===== src/rtl/core/dtr_pkg.sv =====
// ----------------------------------------------------------------------------
// dtr_pkg: shared types and constants of the divider timer
// Operation codes, register addresses, controller/datapath interface structs.
// ----------------------------------------------------------------------------
package dtr_pkg;

    localparam int unsigned ADDR_W   = 16;
    localparam int unsigned BYTE_W   = 8;
    localparam int unsigned CTRL_W   = 3;
    localparam int unsigned FUNC_W   = 2;
    // counter prescale plus one tick of cycles stays below 2048
    localparam int unsigned ACC_W    = 11;

    localparam logic [FUNC_W-1:0] FUNC_READ   = 2'd0;
    localparam logic [FUNC_W-1:0] FUNC_WRITE  = 2'd1;
    localparam logic [FUNC_W-1:0] FUNC_TICK   = 2'd2;
    localparam logic [FUNC_W-1:0] FUNC_UNUSED = 2'd3;

    localparam logic [ADDR_W-1:0] ADDR_DIV  = 16'hFF04;
    localparam logic [ADDR_W-1:0] ADDR_TIMA = 16'hFF05;
    localparam logic [ADDR_W-1:0] ADDR_TMA  = 16'hFF06;
    localparam logic [ADDR_W-1:0] ADDR_TAC  = 16'hFF07;

    localparam logic [BYTE_W-1:0] UNMAPPED_BYTE = 8'hFF;
    localparam logic [BYTE_W-1:0] COUNT_MAX     = 8'hFF;
    localparam int unsigned       TAC_EN_BIT    = 2;

    localparam logic [1:0] SEL_1024 = 2'd0;
    localparam logic [1:0] SEL_16   = 2'd1;
    localparam logic [1:0] SEL_64   = 2'd2;
    localparam logic [1:0] SEL_256  = 2'd3;

    // commands from the controller to the datapath
    typedef struct packed {
        logic accept;   // input item taken this cycle
        logic step;     // one counter period worked off
        logic finish;   // tick result goes to the output register
    } dtr_cmd_t;

    // status from the datapath to the controller
    typedef struct packed {
        logic in_tick;       // pending input item is a tick
        logic step_pending;  // prescale still at or past the period
        logic out_free;      // output register can take a result
    } dtr_status_t;

    function automatic logic [ACC_W-1:0] period_of(input logic [1:0] sel);
        logic [ACC_W-1:0] p;
        case (sel)
            SEL_16:  p = 11'd16;
            SEL_64:  p = 11'd64;
            SEL_256: p = 11'd256;
            default: p = 11'd1024;
        endcase
        return p;
    endfunction

endpackage


===== src/rtl/core/dtr_ctrl.sv =====
// ----------------------------------------------------------------------------
// dtr_ctrl: sequencing controller of the divider timer
// Accepts items, runs the counter step loop of a tick, hands off results.
// ----------------------------------------------------------------------------
module dtr_ctrl
    import dtr_pkg::*;
(
    input  logic        aclk,
    input  logic        aresetn,
    input  logic        s_tvalid,
    output logic        s_tready,
    input  dtr_status_t status,
    output dtr_cmd_t    cmd
);

    typedef enum logic [2:0] {
        ST_IDLE = 3'b001,
        ST_RUN  = 3'b010,
        ST_FIN  = 3'b100
    } state_t;

    state_t state_reg, state_next;

    assign s_tready = (state_reg == ST_IDLE) && status.out_free;

    always_comb begin
        state_next = state_reg;
        cmd        = '0;
        unique case (state_reg)
            ST_IDLE: begin
                cmd.accept = s_tvalid && s_tready;
                if (cmd.accept && status.in_tick) begin
                    state_next = ST_RUN;
                end
            end
            ST_RUN: begin
                if (status.step_pending) begin
                    cmd.step = 1'b1;
                end else begin
                    state_next = ST_FIN;
                end
            end
            ST_FIN: begin
                // wait for the output register to drain
                if (status.out_free) begin
                    cmd.finish = 1'b1;
                    state_next = ST_IDLE;
                end
            end
            default: begin
                state_next = ST_IDLE;
            end
        endcase
    end

    always_ff @(posedge aclk) begin
        if (!aresetn) begin
            state_reg <= ST_IDLE;
        end else begin
            state_reg <= state_next;
        end
    end

`ifndef SYNTHESIS
    a_step_only_running: assert property (@(posedge aclk) disable iff (!aresetn)
        cmd.step |=> (state_reg == ST_RUN) || (state_reg == ST_FIN))
        else $error("counter step outside the tick loop");
    a_tick_enters_loop: assert property (@(posedge aclk) disable iff (!aresetn)
        (cmd.accept && status.in_tick) |=> (state_reg == ST_RUN))
        else $error("tick item did not start the step loop");
    a_one_command: assert property (@(posedge aclk) disable iff (!aresetn)
        $onehot0({cmd.accept, cmd.step, cmd.finish}))
        else $error("controller issued overlapping commands");
`endif

endmodule


===== src/rtl/core/dtr_datapath.sv =====
// ----------------------------------------------------------------------------
// dtr_datapath: timer registers, prescalers and output register
// Bus read/write decode, divider update, one counter step per command.
// ----------------------------------------------------------------------------
module dtr_datapath
    import dtr_pkg::*;
(
    input  logic               aclk,
    input  logic               aresetn,
    input  logic [FUNC_W-1:0]  func,
    input  logic [ADDR_W-1:0]  bus_address,
    input  logic [BYTE_W-1:0]  write_data,
    input  logic [BYTE_W-1:0]  elapsed_cycles,
    input  dtr_cmd_t           cmd,
    output dtr_status_t        status,
    output logic               m_tvalid,
    input  logic               m_tready,
    output logic [BYTE_W-1:0]  read_data,
    output logic               irq_request
);

    logic [BYTE_W-1:0] div_val_reg, div_val_next;
    logic [BYTE_W-1:0] cnt_val_reg, cnt_val_next;
    logic [BYTE_W-1:0] mod_val_reg, mod_val_next;
    logic [CTRL_W-1:0] ctrl_reg, ctrl_next;
    logic [BYTE_W-1:0] div_pre_reg, div_pre_next;
    logic [ACC_W-1:0]  cnt_acc_reg, cnt_acc_next;
    logic              irq_reg, irq_next;
    logic              out_valid_reg, out_valid_next;
    logic [BYTE_W-1:0] out_rd_reg, out_rd_next;
    logic              out_irq_reg, out_irq_next;

    logic [ACC_W-1:0]  period;
    logic [BYTE_W:0]   div_sum;
    logic [BYTE_W-1:0] rd_mux;

    assign period  = period_of(ctrl_reg[1:0]);
    assign div_sum = {1'b0, div_pre_reg} + {1'b0, elapsed_cycles};

    assign status.in_tick      = (func == FUNC_TICK);
    assign status.step_pending = ctrl_reg[TAC_EN_BIT] && (cnt_acc_reg >= period);
    assign status.out_free     = !out_valid_reg || m_tready;

    always_comb begin
        unique case (bus_address)
            ADDR_DIV:  rd_mux = div_val_reg;
            ADDR_TIMA: rd_mux = cnt_val_reg;
            ADDR_TMA:  rd_mux = mod_val_reg;
            ADDR_TAC:  rd_mux = {{(BYTE_W-CTRL_W){1'b0}}, ctrl_reg};
            default:   rd_mux = UNMAPPED_BYTE;
        endcase
    end

    always_comb begin
        div_val_next   = div_val_reg;
        cnt_val_next   = cnt_val_reg;
        mod_val_next   = mod_val_reg;
        ctrl_next      = ctrl_reg;
        div_pre_next   = div_pre_reg;
        cnt_acc_next   = cnt_acc_reg;
        irq_next       = irq_reg;
        out_valid_next = out_valid_reg && !m_tready;
        out_rd_next    = out_rd_reg;
        out_irq_next   = out_irq_reg;

        if (cmd.accept) begin
            unique case (func)
                FUNC_READ: begin
                    out_valid_next = 1'b1;
                    out_rd_next    = rd_mux;
                    out_irq_next   = 1'b0;
                end
                FUNC_WRITE: begin
                    unique case (bus_address)
                        ADDR_DIV: begin
                            div_val_next = '0;
                            div_pre_next = '0;
                        end
                        ADDR_TIMA: cnt_val_next = write_data;
                        ADDR_TMA:  mod_val_next = write_data;
                        ADDR_TAC:  ctrl_next    = write_data[CTRL_W-1:0];
                        default: begin
                        end
                    endcase
                    out_valid_next = 1'b1;
                    out_rd_next    = '0;
                    out_irq_next   = 1'b0;
                end
                FUNC_TICK: begin
                    // prescale below 256 plus one byte: at most one divider step
                    div_pre_next = div_sum[BYTE_W-1:0];
                    if (div_sum[BYTE_W]) begin
                        div_val_next = div_val_reg + 8'd1;
                    end
                    // counter prescale is held while the timer is disabled
                    if (ctrl_reg[TAC_EN_BIT]) begin
                        cnt_acc_next = cnt_acc_reg + {{(ACC_W-BYTE_W){1'b0}}, elapsed_cycles};
                    end
                    irq_next = 1'b0;
                end
                FUNC_UNUSED: begin
                    out_valid_next = 1'b1;
                    out_rd_next    = '0;
                    out_irq_next   = 1'b0;
                end
                default: begin
                end
            endcase
        end else if (cmd.step) begin
            cnt_acc_next = cnt_acc_reg - period;
            if (cnt_val_reg == COUNT_MAX) begin
                cnt_val_next = mod_val_reg;
                irq_next     = 1'b1;
            end else begin
                cnt_val_next = cnt_val_reg + 8'd1;
            end
        end else if (cmd.finish) begin
            out_valid_next = 1'b1;
            out_rd_next    = '0;
            out_irq_next   = irq_reg;
        end
    end

    always_ff @(posedge aclk) begin
        if (!aresetn) begin
            div_val_reg   <= '0;
            cnt_val_reg   <= '0;
            mod_val_reg   <= '0;
            ctrl_reg      <= '0;
            div_pre_reg   <= '0;
            cnt_acc_reg   <= '0;
            irq_reg       <= 1'b0;
            out_valid_reg <= 1'b0;
        end else begin
            div_val_reg   <= div_val_next;
            cnt_val_reg   <= cnt_val_next;
            mod_val_reg   <= mod_val_next;
            ctrl_reg      <= ctrl_next;
            div_pre_reg   <= div_pre_next;
            cnt_acc_reg   <= cnt_acc_next;
            irq_reg       <= irq_next;
            out_valid_reg <= out_valid_next;
        end
    end

    always_ff @(posedge aclk) begin
        out_rd_reg  <= out_rd_next;
        out_irq_reg <= out_irq_next;
    end

    assign m_tvalid    = out_valid_reg;
    assign read_data   = out_rd_reg;
    assign irq_request = out_irq_reg;

`ifndef SYNTHESIS
    a_direct_result: assert property (@(posedge aclk) disable iff (!aresetn)
        (cmd.accept && !status.in_tick) |=> m_tvalid)
        else $error("read or write item gave no result");
    a_finish_after_loop: assert property (@(posedge aclk) disable iff (!aresetn)
        cmd.finish |-> !status.step_pending)
        else $error("tick finished with counter periods left");
    a_irq_no_read_data: assert property (@(posedge aclk) disable iff (!aresetn)
        (m_tvalid && irq_request) |-> (read_data == '0))
        else $error("interrupt result carries read data");
    a_counter_idle_stable: assert property (@(posedge aclk) disable iff (!aresetn)
        (!cmd.accept && !cmd.step) |=> $stable(cnt_val_reg))
        else $error("counter moved without a step or write");
    a_prescale_bound: assert property (@(posedge aclk) disable iff (!aresetn)
        cmd.finish |-> (cnt_acc_reg < 11'd1024))
        else $error("counter prescale left at or above its range");
`endif

endmodule


===== src/rtl/core/divider_timer_with_reload_core.sv =====
// ----------------------------------------------------------------------------
// divider_timer_with_reload_core: divider and reloading counter timer
// Four byte registers on a 16-bit bus, advanced by ticks of machine cycles.
// ----------------------------------------------------------------------------
// Each input item is a bus read, a bus write or a tick (kind in s_tuser) and
// gives exactly one result item. A read or write result is registered in the
// cycle after the item is taken. A tick runs the step loop, which works off one
// counter period per cycle for each counter step the tick causes (none while
// the timer is disabled), then hands its result to the output register once
// it is free. A new item is taken once the controller is idle and the output
// register is empty or hands its result on in the same cycle.
module divider_timer_with_reload_core
    import dtr_pkg::*;
(
    input  logic        aclk,
    input  logic        aresetn,
    input  logic        s_tvalid,
    output logic        s_tready,
    // [15:0] bus_address, [23:16] write_data, [31:24] elapsed_cycles
    input  logic [31:0] s_tdata,
    // [1:0] func
    input  logic [1:0]  s_tuser,
    output logic        m_tvalid,
    input  logic        m_tready,
    // [7:0] read_data, [8] irq_request, [15:9] zero
    output logic [15:0] m_tdata
);

    dtr_cmd_t          cmd;
    dtr_status_t       status;
    logic [BYTE_W-1:0] read_data;
    logic              irq_request;

    dtr_ctrl u_ctrl (
        .aclk     (aclk),
        .aresetn  (aresetn),
        .s_tvalid (s_tvalid),
        .s_tready (s_tready),
        .status   (status),
        .cmd      (cmd)
    );

    dtr_datapath u_datapath (
        .aclk           (aclk),
        .aresetn        (aresetn),
        .func           (s_tuser),
        .bus_address    (s_tdata[15:0]),
        .write_data     (s_tdata[23:16]),
        .elapsed_cycles (s_tdata[31:24]),
        .cmd            (cmd),
        .status         (status),
        .m_tvalid       (m_tvalid),
        .m_tready       (m_tready),
        .read_data      (read_data),
        .irq_request    (irq_request)
    );

    assign m_tdata = {7'd0, irq_request, read_data};

endmodule

===== config.mk =====
export PLATFORM = sky130hd
export DESIGN_NAME = divider_timer_with_reload_core
export DESIGN_NICKNAME = d
export VERILOG_FILES = /design/src/rtl/core/dtr_pkg.sv /design/src/rtl/core/dtr_ctrl.sv /design/src/rtl/core/dtr_datapath.sv /design/src/rtl/core/divider_timer_with_reload_core.sv
export SDC_FILE = /design/constraint.sdc
export NUM_CORES = 1
export LEC_CHECK = 0
export BUFFER_PORTS_ARGS = -buffer_cell sky130_fd_sc_hd__buf_2
export CORE_ASPECT_RATIO = 0.5
export CORE_MARGIN = 10
export CORE_UTILIZATION = 58
export CTS_CLUSTER_DIAMETER = 150
export DETAILED_ROUTE_END_ITERATION = 8
export PLACE_DENSITY = 0.83
export SKIP_CTS_REPAIR_TIMING = 1
export SLEW_MARGIN = 20
export SYNTH_ARGS = -nofsm -noshare
export SYNTH_HDL_FRONTEND = slang
export SYNTH_SLANG_ARGS = --single-unit

===== constraint.sdc =====
create_clock -name aclk -period 2.8 [get_ports aclk]
set_input_delay 0.28 -clock aclk [delete_from_list [all_inputs] [get_ports aclk]]
set_output_delay 0.28 -clock aclk [all_outputs]
set_load 0.005 [all_outputs]

==> flow_metrics.env, run 1 <==
export IMPL_status="completed"
export IMPL_finalNetCount=579
export IMPL_hpwl_microns=7500
export IMPL_critPathKind="reg2reg"
export IMPL_place_ws_ns=0.09222
export IMPL_vias=3628
export IMPL_final_layout_size_suffix_gt1_frac=0.1647
export IMPL_n_antenna_cell=0
export IMPL_yosys_warnings=0
export IMPL_synth_simple_area_share=0.2202
export IMPL_fp_coreArea_sq_um=6621
export IMPL_synthTopCellsByArea="dfxtp_1 (26%), ha_1 (8.9%), edfxtp_1 (6.9%)"
export IMPL_largest_reg_flops=11
export IMPL_use_met2=0.3016
export IMPL_gp_congestion=0.8701
export IMPL_p_total_w=0.002109
export IMPL_drv_cap=0
export IMPL_cp_start_kind="flop"
export IMPL_final_core_util=0.6852
export IMPL_fmax_mhz=390.9
export IMPL_area_growth_pct=15.88
export IMPL_cts_tree="yes"
export IMPL_clock_skew_final_ns=0.006965
export IMPL_cts_root_buf="clkbuf_16"
export IMPL_yosysTopAreaCellShare=0.2608
export IMPL_dieArea_sq_um=10640
export IMPL_yosysUniqueCellTypes=62
export IMPL_ys_ff_latch=60
export IMPL_hold_violations=0
export IMPL_syn_area_sq_um=3915
export IMPL_clk_pin_slew_ns=0.05
export IMPL_top_usage_layer="met2"
export IMPL_max_clock_path_buffers=2
export IMPL_io_pins=56
export IMPL_htreeDepth=3
export IMPL_setup_tns_ns=0
export IMPL_final_cell_mix="nor2_1 (51), dfxtp_1 (51), buf_2 (48)"
export IMPL_clkLatencyLatePin_ns=0.33
export IMPL_peakVddDrop_mv=0.2577
export IMPL_grt_pass1_wl_microns=16640
export IMPL_use_met3=0.05273
export IMPL_port_buffers=48
export IMPL_cts_made_buffers=9
export IMPL_grt_util_met1=0.2367
export IMPL_setup_ws_ns=0.2419
export IMPL_design_area_sq_um=4537
export IMPL_synth_compound_gate_area_share=0.2087
export IMPL_min_period_ns=2.558
export IMPL_worstPathRequired_ns=3.06
export IMPL_rsz0062_at_grt="false"
export IMPL_worst_pin_slew_ns=0.8321
export IMPL_grt_usage=0.1878
export IMPL_min_path_type="in2reg"
export IMPL_ys_seq_area_frac=0.3298
export IMPL_ys_flop_type="dfxtp_1"
export IMPL_wl_microns=9948
export IMPL_end_kind="flop"
export IMPL_synthMuxAreaShare=0.06839
export IMPL_grt_pass1_vias=3540
export IMPL_place_area_sq_um=4269
export IMPL_min_period_over_period=0.9136
export IMPL_async_flop_share=0
export IMPL_critPathArrivalTime_ns=2.81
export IMPL_crit_path_max_fanout=9
export IMPL_synth_cells=459
export IMPL_antenna_found_initial=0
export IMPL_routedWlPerCell_microns=16.36
export IMPL_max_slew_margin=0.4453
export IMPL_setup_violations=0
export IMPL_synth_adder_area_share=0.09971
export IMPL_slew_viol_final=0
export IMPL_yosysTopAreaCell="dfxtp_1"
export IMPL_dr_pass1_iters=5
export IMPL_viasPerCell=5.967
export IMPL_grt_max_degree=25
export IMPL_drt_initial_drc_count=352
export IMPL_numClockSinks=60
export IMPL_placement_rows=21
export IMPL_postSynthAreaPerCell_sq_um=8.529
export IMPL_synth_top_family_by_area="simple AND/OR/NAND/NOR gates"
export IMPL_power_leakage_nw=1.846
export IMPL_overflow=0
export IMPL_synth_xor_area_frac=0.02461
export IMPL_initial_utilization=0.5913
export IMPL_synth_edff_count=9
export IMPL_ant_nets=0
export IMPL_die_x_microns=136.2
export IMPL_p_per_area_nw_per_um2=464.8
export IMPL_drc=0
export IMPL_die_h_microns=78.10
metal layers:
| layer | wire, microns | vias to the layer above |
|---|---|---|
| met5 | 0 | - |
| met4 | 192 | 0 |
| li1 | - | 1796 |
| met3 | 929 | 18 |
| met2 | 4515 | 154 |
| met1 | 4311 | 1660 |
worst max-delay path: stages, from the launching register on:
cell	delay [ns]
dfxtp_1	0.34
ha_1	0.19
inv_1	0.06
fa_1	0.37
nand2b_1	0.20
a21oi_1	0.22
o31a_1	0.29
o211ai_4	0.15
or4_1	0.52
a21oi_1	0.15
metrics by stage:
stage                     hold slack (ns)  instances
final                              0.2129        608
after global routing               0.2417        608
after CTS                          0.2161        608
after detailed placement           0.4670        592
after global placement             0.4583        592
after floorplan                    0.4239        465
cell usage after synthesis, types with 2 or more instances:
cell type,number
o32ai_1,2
buf_1,3
nor3b_1,2
or3_1,5
edfxtp_1,9
buf_4,8
nand2_1,30
and3_1,7
fa_1,2
mux2i_1,20
o21ai_0,27
ha_1,28
o211ai_1,4
nand3_1,13
a211o_1,4
nor4bb_1,2
buf_2,2
nor4_1,3
o22ai_1,2
a32o_1,3
mux4_2,3
or4_1,4
or2_2,3
nor2_1,51
nor3_1,14
inv_1,16
dfxtp_1,51
a21o_1,2
xor2_1,5
a211oi_1,5
o31a_1,2
nor2b_1,8
nand4_1,4
o21a_1,2
clkbuf_1,12
a21oi_1,41
a31o_2,2
a31oi_1,3
and2_1,4
nand2b_1,13
a221oi_1,3
and3b_1,2
xnor2_1,6
a22o_1,6
o31ai_1,4
worst paths after layout:
path	endpoint	depth (start not counted)	slack, ns	start
max reg2reg	u_datapath.div_val_reg[5]$_SDFFE_PN0P_	9	0.24	u_datapath.div_pre_reg[0]$_SDFFE_PN0P_
min	u_datapath.mod_val_reg[6]$_SDFFE_PN0P_	3	0.21	s_tdata[22]
max	u_datapath.div_val_reg[5]$_SDFFE_PN0P_	9	0.24	u_datapath.div_pre_reg[0]$_SDFFE_PN0P_
min reg2reg	u_datapath.div_val_reg[7]$_SDFFE_PN0P_	2	0.49	u_datapath.div_val_reg[7]$_SDFFE_PN0P_
report_power, final:
| group | internal [W] | total [W] | switching (W) | leakage (nW) |
|---|---|---|---|---|
| Combinational | 0.0000859 | 0.000218 | 0.000132 | 1.22 |
| Clock | 0.000617 | 0.000987 | 0.000371 | 0.131 |
| Sequential | 0.000897 | 0.000903 | 0.00000673 | 0.499 |
| Total | 0.00160 | 0.00211 | 0.000510 | 1.85 |
cell families (layout without fill, tap and decap cells):
kind of cell,Yosys count,in the layout
adder cells (fa/ha/maj),30,30
AO/OA/AOI/OAI,123,123
other,1,7
AND/OR/NAND/NOR,170,170
flip-flops,60,60
XOR/XNOR,11,11
buffers and inverters,41,92
multiplexers,23,23
area by class of cell:
type | count | area, sq um
Sequential cell | 60 | 1291
Clock buffer | 13 | 250.2
Tap cell | 92 | 115.1
Inverter | 16 | 60.06
Timing Repair Buffer | 60 | 342.8
Clock inverter | 3 | 13.76
Multi-Input combinational cell | 364 | 2464
Fill cell | 513 | 2085
Power figures use the tool's default switching activity.
==> run 2: changes to the inputs <==
- MAX_ROUTING_LAYER: unset -> met4
==> run 2 against run 1 <==
Against the previous run: power up 0.12%; clock-buffer cell count unchanged; worst setup slack worse by 0.0054 ns; critical path type unchanged; hold slack about the same; critical endpoint unchanged; core utilization unchanged; clock power about the same; die area unchanged; combinational power about the same; sequential share of layout area unchanged.
==> flow_metrics.env, run 2 (same netlist as run 1, synthesis figures left out) <==
export IMPL_n_antenna_cell=0
export IMPL_worst_pin_slew_ns=0.8445
export IMPL_end_kind="flop"
export IMPL_final_cell_mix="nor2_1 (51), dfxtp_1 (51), buf_2 (48)"
export IMPL_dieArea_sq_um=10640
export IMPL_fp_coreArea_sq_um=6621
export IMPL_placement_rows=21
export IMPL_htreeDepth=3
export IMPL_port_buffers=48
export IMPL_hpwl_microns=7500
export IMPL_worstRegToRegCells=9
export IMPL_clkLatencyLatePin_ns=0.33
export IMPL_overflow=0
export IMPL_switching_power_w=0.0005124
export IMPL_antenna_found_initial=0
export IMPL_path_cells="ha_1 -> inv_1 -> fa_1 -> nand2b_1 -> a21oi_1 -> o31a_1 -> o211ai_4 -> or4_1 -> a21oi_1"
export IMPL_cts_made_buffers=9
export IMPL_crit_path_top_delay_cell="or4_1"
export IMPL_p_int_w=0.001599
export IMPL_routedWlPerCell_microns=16.57
export IMPL_drc=0
export IMPL_p_per_area_nw_per_um2=465.4
export IMPL_clock_skew_final_ns=0.007433
export IMPL_finalNetCount=579
export IMPL_rsz0062_at_grt="false"
export IMPL_final_cells=608
export IMPL_critPathArrivalTime_ns=2.82
export IMPL_max_clock_path_buffers=2
export IMPL_cts_tree="yes"
export IMPL_cts_root_buf="clkbuf_16"
export IMPL_setup_tns_ns=0
export IMPL_drv_cap=0
export IMPL_status="completed"
export IMPL_holdPathStages=3
export IMPL_design_area_sq_um=4537
export IMPL_grt_pass1_vias=3542
export IMPL_sequentialPowerShare=0.428
export IMPL_final_layout_size_suffix_gt1_frac=0.1647
export IMPL_ant_nets=0
export IMPL_critPathCapture="u_datapath.div_val_reg[5]$_SDFFE_PN0P_"
export IMPL_r2r_slack_ns=0.24
export IMPL_critPathKind="reg2reg"
export IMPL_drt_initial_drc_count=333
export IMPL_reg2reg_from="u_datapath.div_pre_reg[0]$_SDFFE_PN0P_"
export IMPL_clk_pin_slew_ns=0.05
export IMPL_timing_rr_end="u_datapath.div_val_reg[5]$_SDFFE_PN0P_"
export IMPL_slowest_delay_ns=0.52
export IMPL_vias=3690
export IMPL_setup_violations=0
export IMPL_io_pins=56
export IMPL_min_period_ns=2.564
export IMPL_min_path_type="in2reg"
export IMPL_initial_utilization=0.5913
export IMPL_dr_pass1_iters=5
export IMPL_wl_microns=10080
export IMPL_numClockSinks=60
export IMPL_peakVddDrop_mv=0.2585
export IMPL_grt_pass1_wl_microns=16620
export IMPL_cp_start_kind="flop"
export IMPL_min_period_over_period=0.9155
export IMPL_crit_path_max_fanout=9
export IMPL_max_slew_margin=0.4370
export IMPL_startpoint="u_datapath.div_pre_reg[0]$_SDFFE_PN0P_"
export IMPL_pwr_share_clk=0.469
export IMPL_die_x_microns=136.2
export IMPL_pwr_share_comb=0.104
export IMPL_numPlacedInstances=592
export IMPL_cp_common_cell="a21oi_1"
export IMPL_hold_violations=0
export IMPL_fmax_mhz=390.1
export IMPL_grt_usage=0.1933
export IMPL_switching_share=0.2427
export IMPL_grt_max_degree=25
export IMPL_place_area_sq_um=4269
export IMPL_slew_viol_final=0
export IMPL_worstPathRequired_ns=3.06
export IMPL_largest_reg_flops=11
export IMPL_power_leakage_nw=1.846
export IMPL_gp_congestion=0.8842
export IMPL_viasPerCell=6.069
export IMPL_die_h_microns=78.10
export IMPL_area_growth_pct=15.88
-- run 2: worst min path at each step --
| stage | start | endpoint | slack (ns) |
|---|---|---|---|
| 6_report | s_tdata[22] | u_datapath.mod_val_reg[6]$_SDFFE_PN0P_ | 0.21 |
| 5_1_grt | s_tdata[22] | u_datapath.mod_val_reg[6]$_SDFFE_PN0P_ | 0.24 |
| 4_1_cts | s_tdata[22] | u_datapath.mod_val_reg[6]$_SDFFE_PN0P_ | 0.22 |
| 3_5_place_dp | u_datapath.div_pre_reg[4]$_SDFFE_PN0P_ | u_datapath.div_pre_reg[4]$_SDFFE_PN0P_ | 0.47 |
| 3_3_place_gp | u_datapath.irq_reg$_SDFFE_PN0P_ | u_datapath.irq_reg$_SDFFE_PN0P_ | 0.46 |
| 2_1_floorplan | s_tdata[16] | u_datapath.ctrl_reg[0]$_SDFFE_PN0P_ | 0.42 |
-- run 2: power by group through the flow --
stage	clock network [W]	logic [W]	registers, W
floorplan	0	0.000137	0.000922
global placement	0	0.000210	0.000920
detailed placement	0	0.000215	0.000921
CTS	0.000987	0.000217	0.000903
global route	0.00103	0.000243	0.000904
finish	0.000989	0.000219	0.000903
-- run 2: worst max-delay path: cells and delay by family, from the launching register on --
family	cells	cell delay (ns)
AOI/OAI and AO/OA	4	0.81
and+or+nand+nor	2	0.72
adders and majority gates	2	0.56
DFF	1	0.34
buffers and inverters	1	0.06
-- run 2: layout make-up --
class / instances / area, sq um
tap: 92 / 115.1
clock inverter: 3 / 13.76
sequential: 60 / 1291
clock buffer: 13 / 250.2
inverter: 16 / 60.06
timing repair buffer: 60 / 342.8
fill: 513 / 2085
multi-input combinational: 364 / 2464
-- run 2: routing by layer --
metal / up-vias / share of wire / global-route usage
met2: 170 / 0.45 / 0.3016
met1: 1699 / 0.44 / 0.2370
li1: 1802 / - / -
met3: 19 / 0.088 / 0.05146
met4: 0 / 0.018 / 0.06977
met5: - / 0 / -
-- run 2: stage by stage --
step                hold WS (ns)    util  worst slack (ns)  total power [W]
floorplan                 0.4239       -            0.3024         0.001059
global placement          0.4583  0.6447            0.1372         0.001130
detailed placement        0.4670  0.6447           0.09222         0.001136
CTS                       0.2161  0.6846            0.2674         0.002108
global route              0.2427  0.6852           0.08950         0.002174
finish                    0.2126  0.6852            0.2365         0.002111
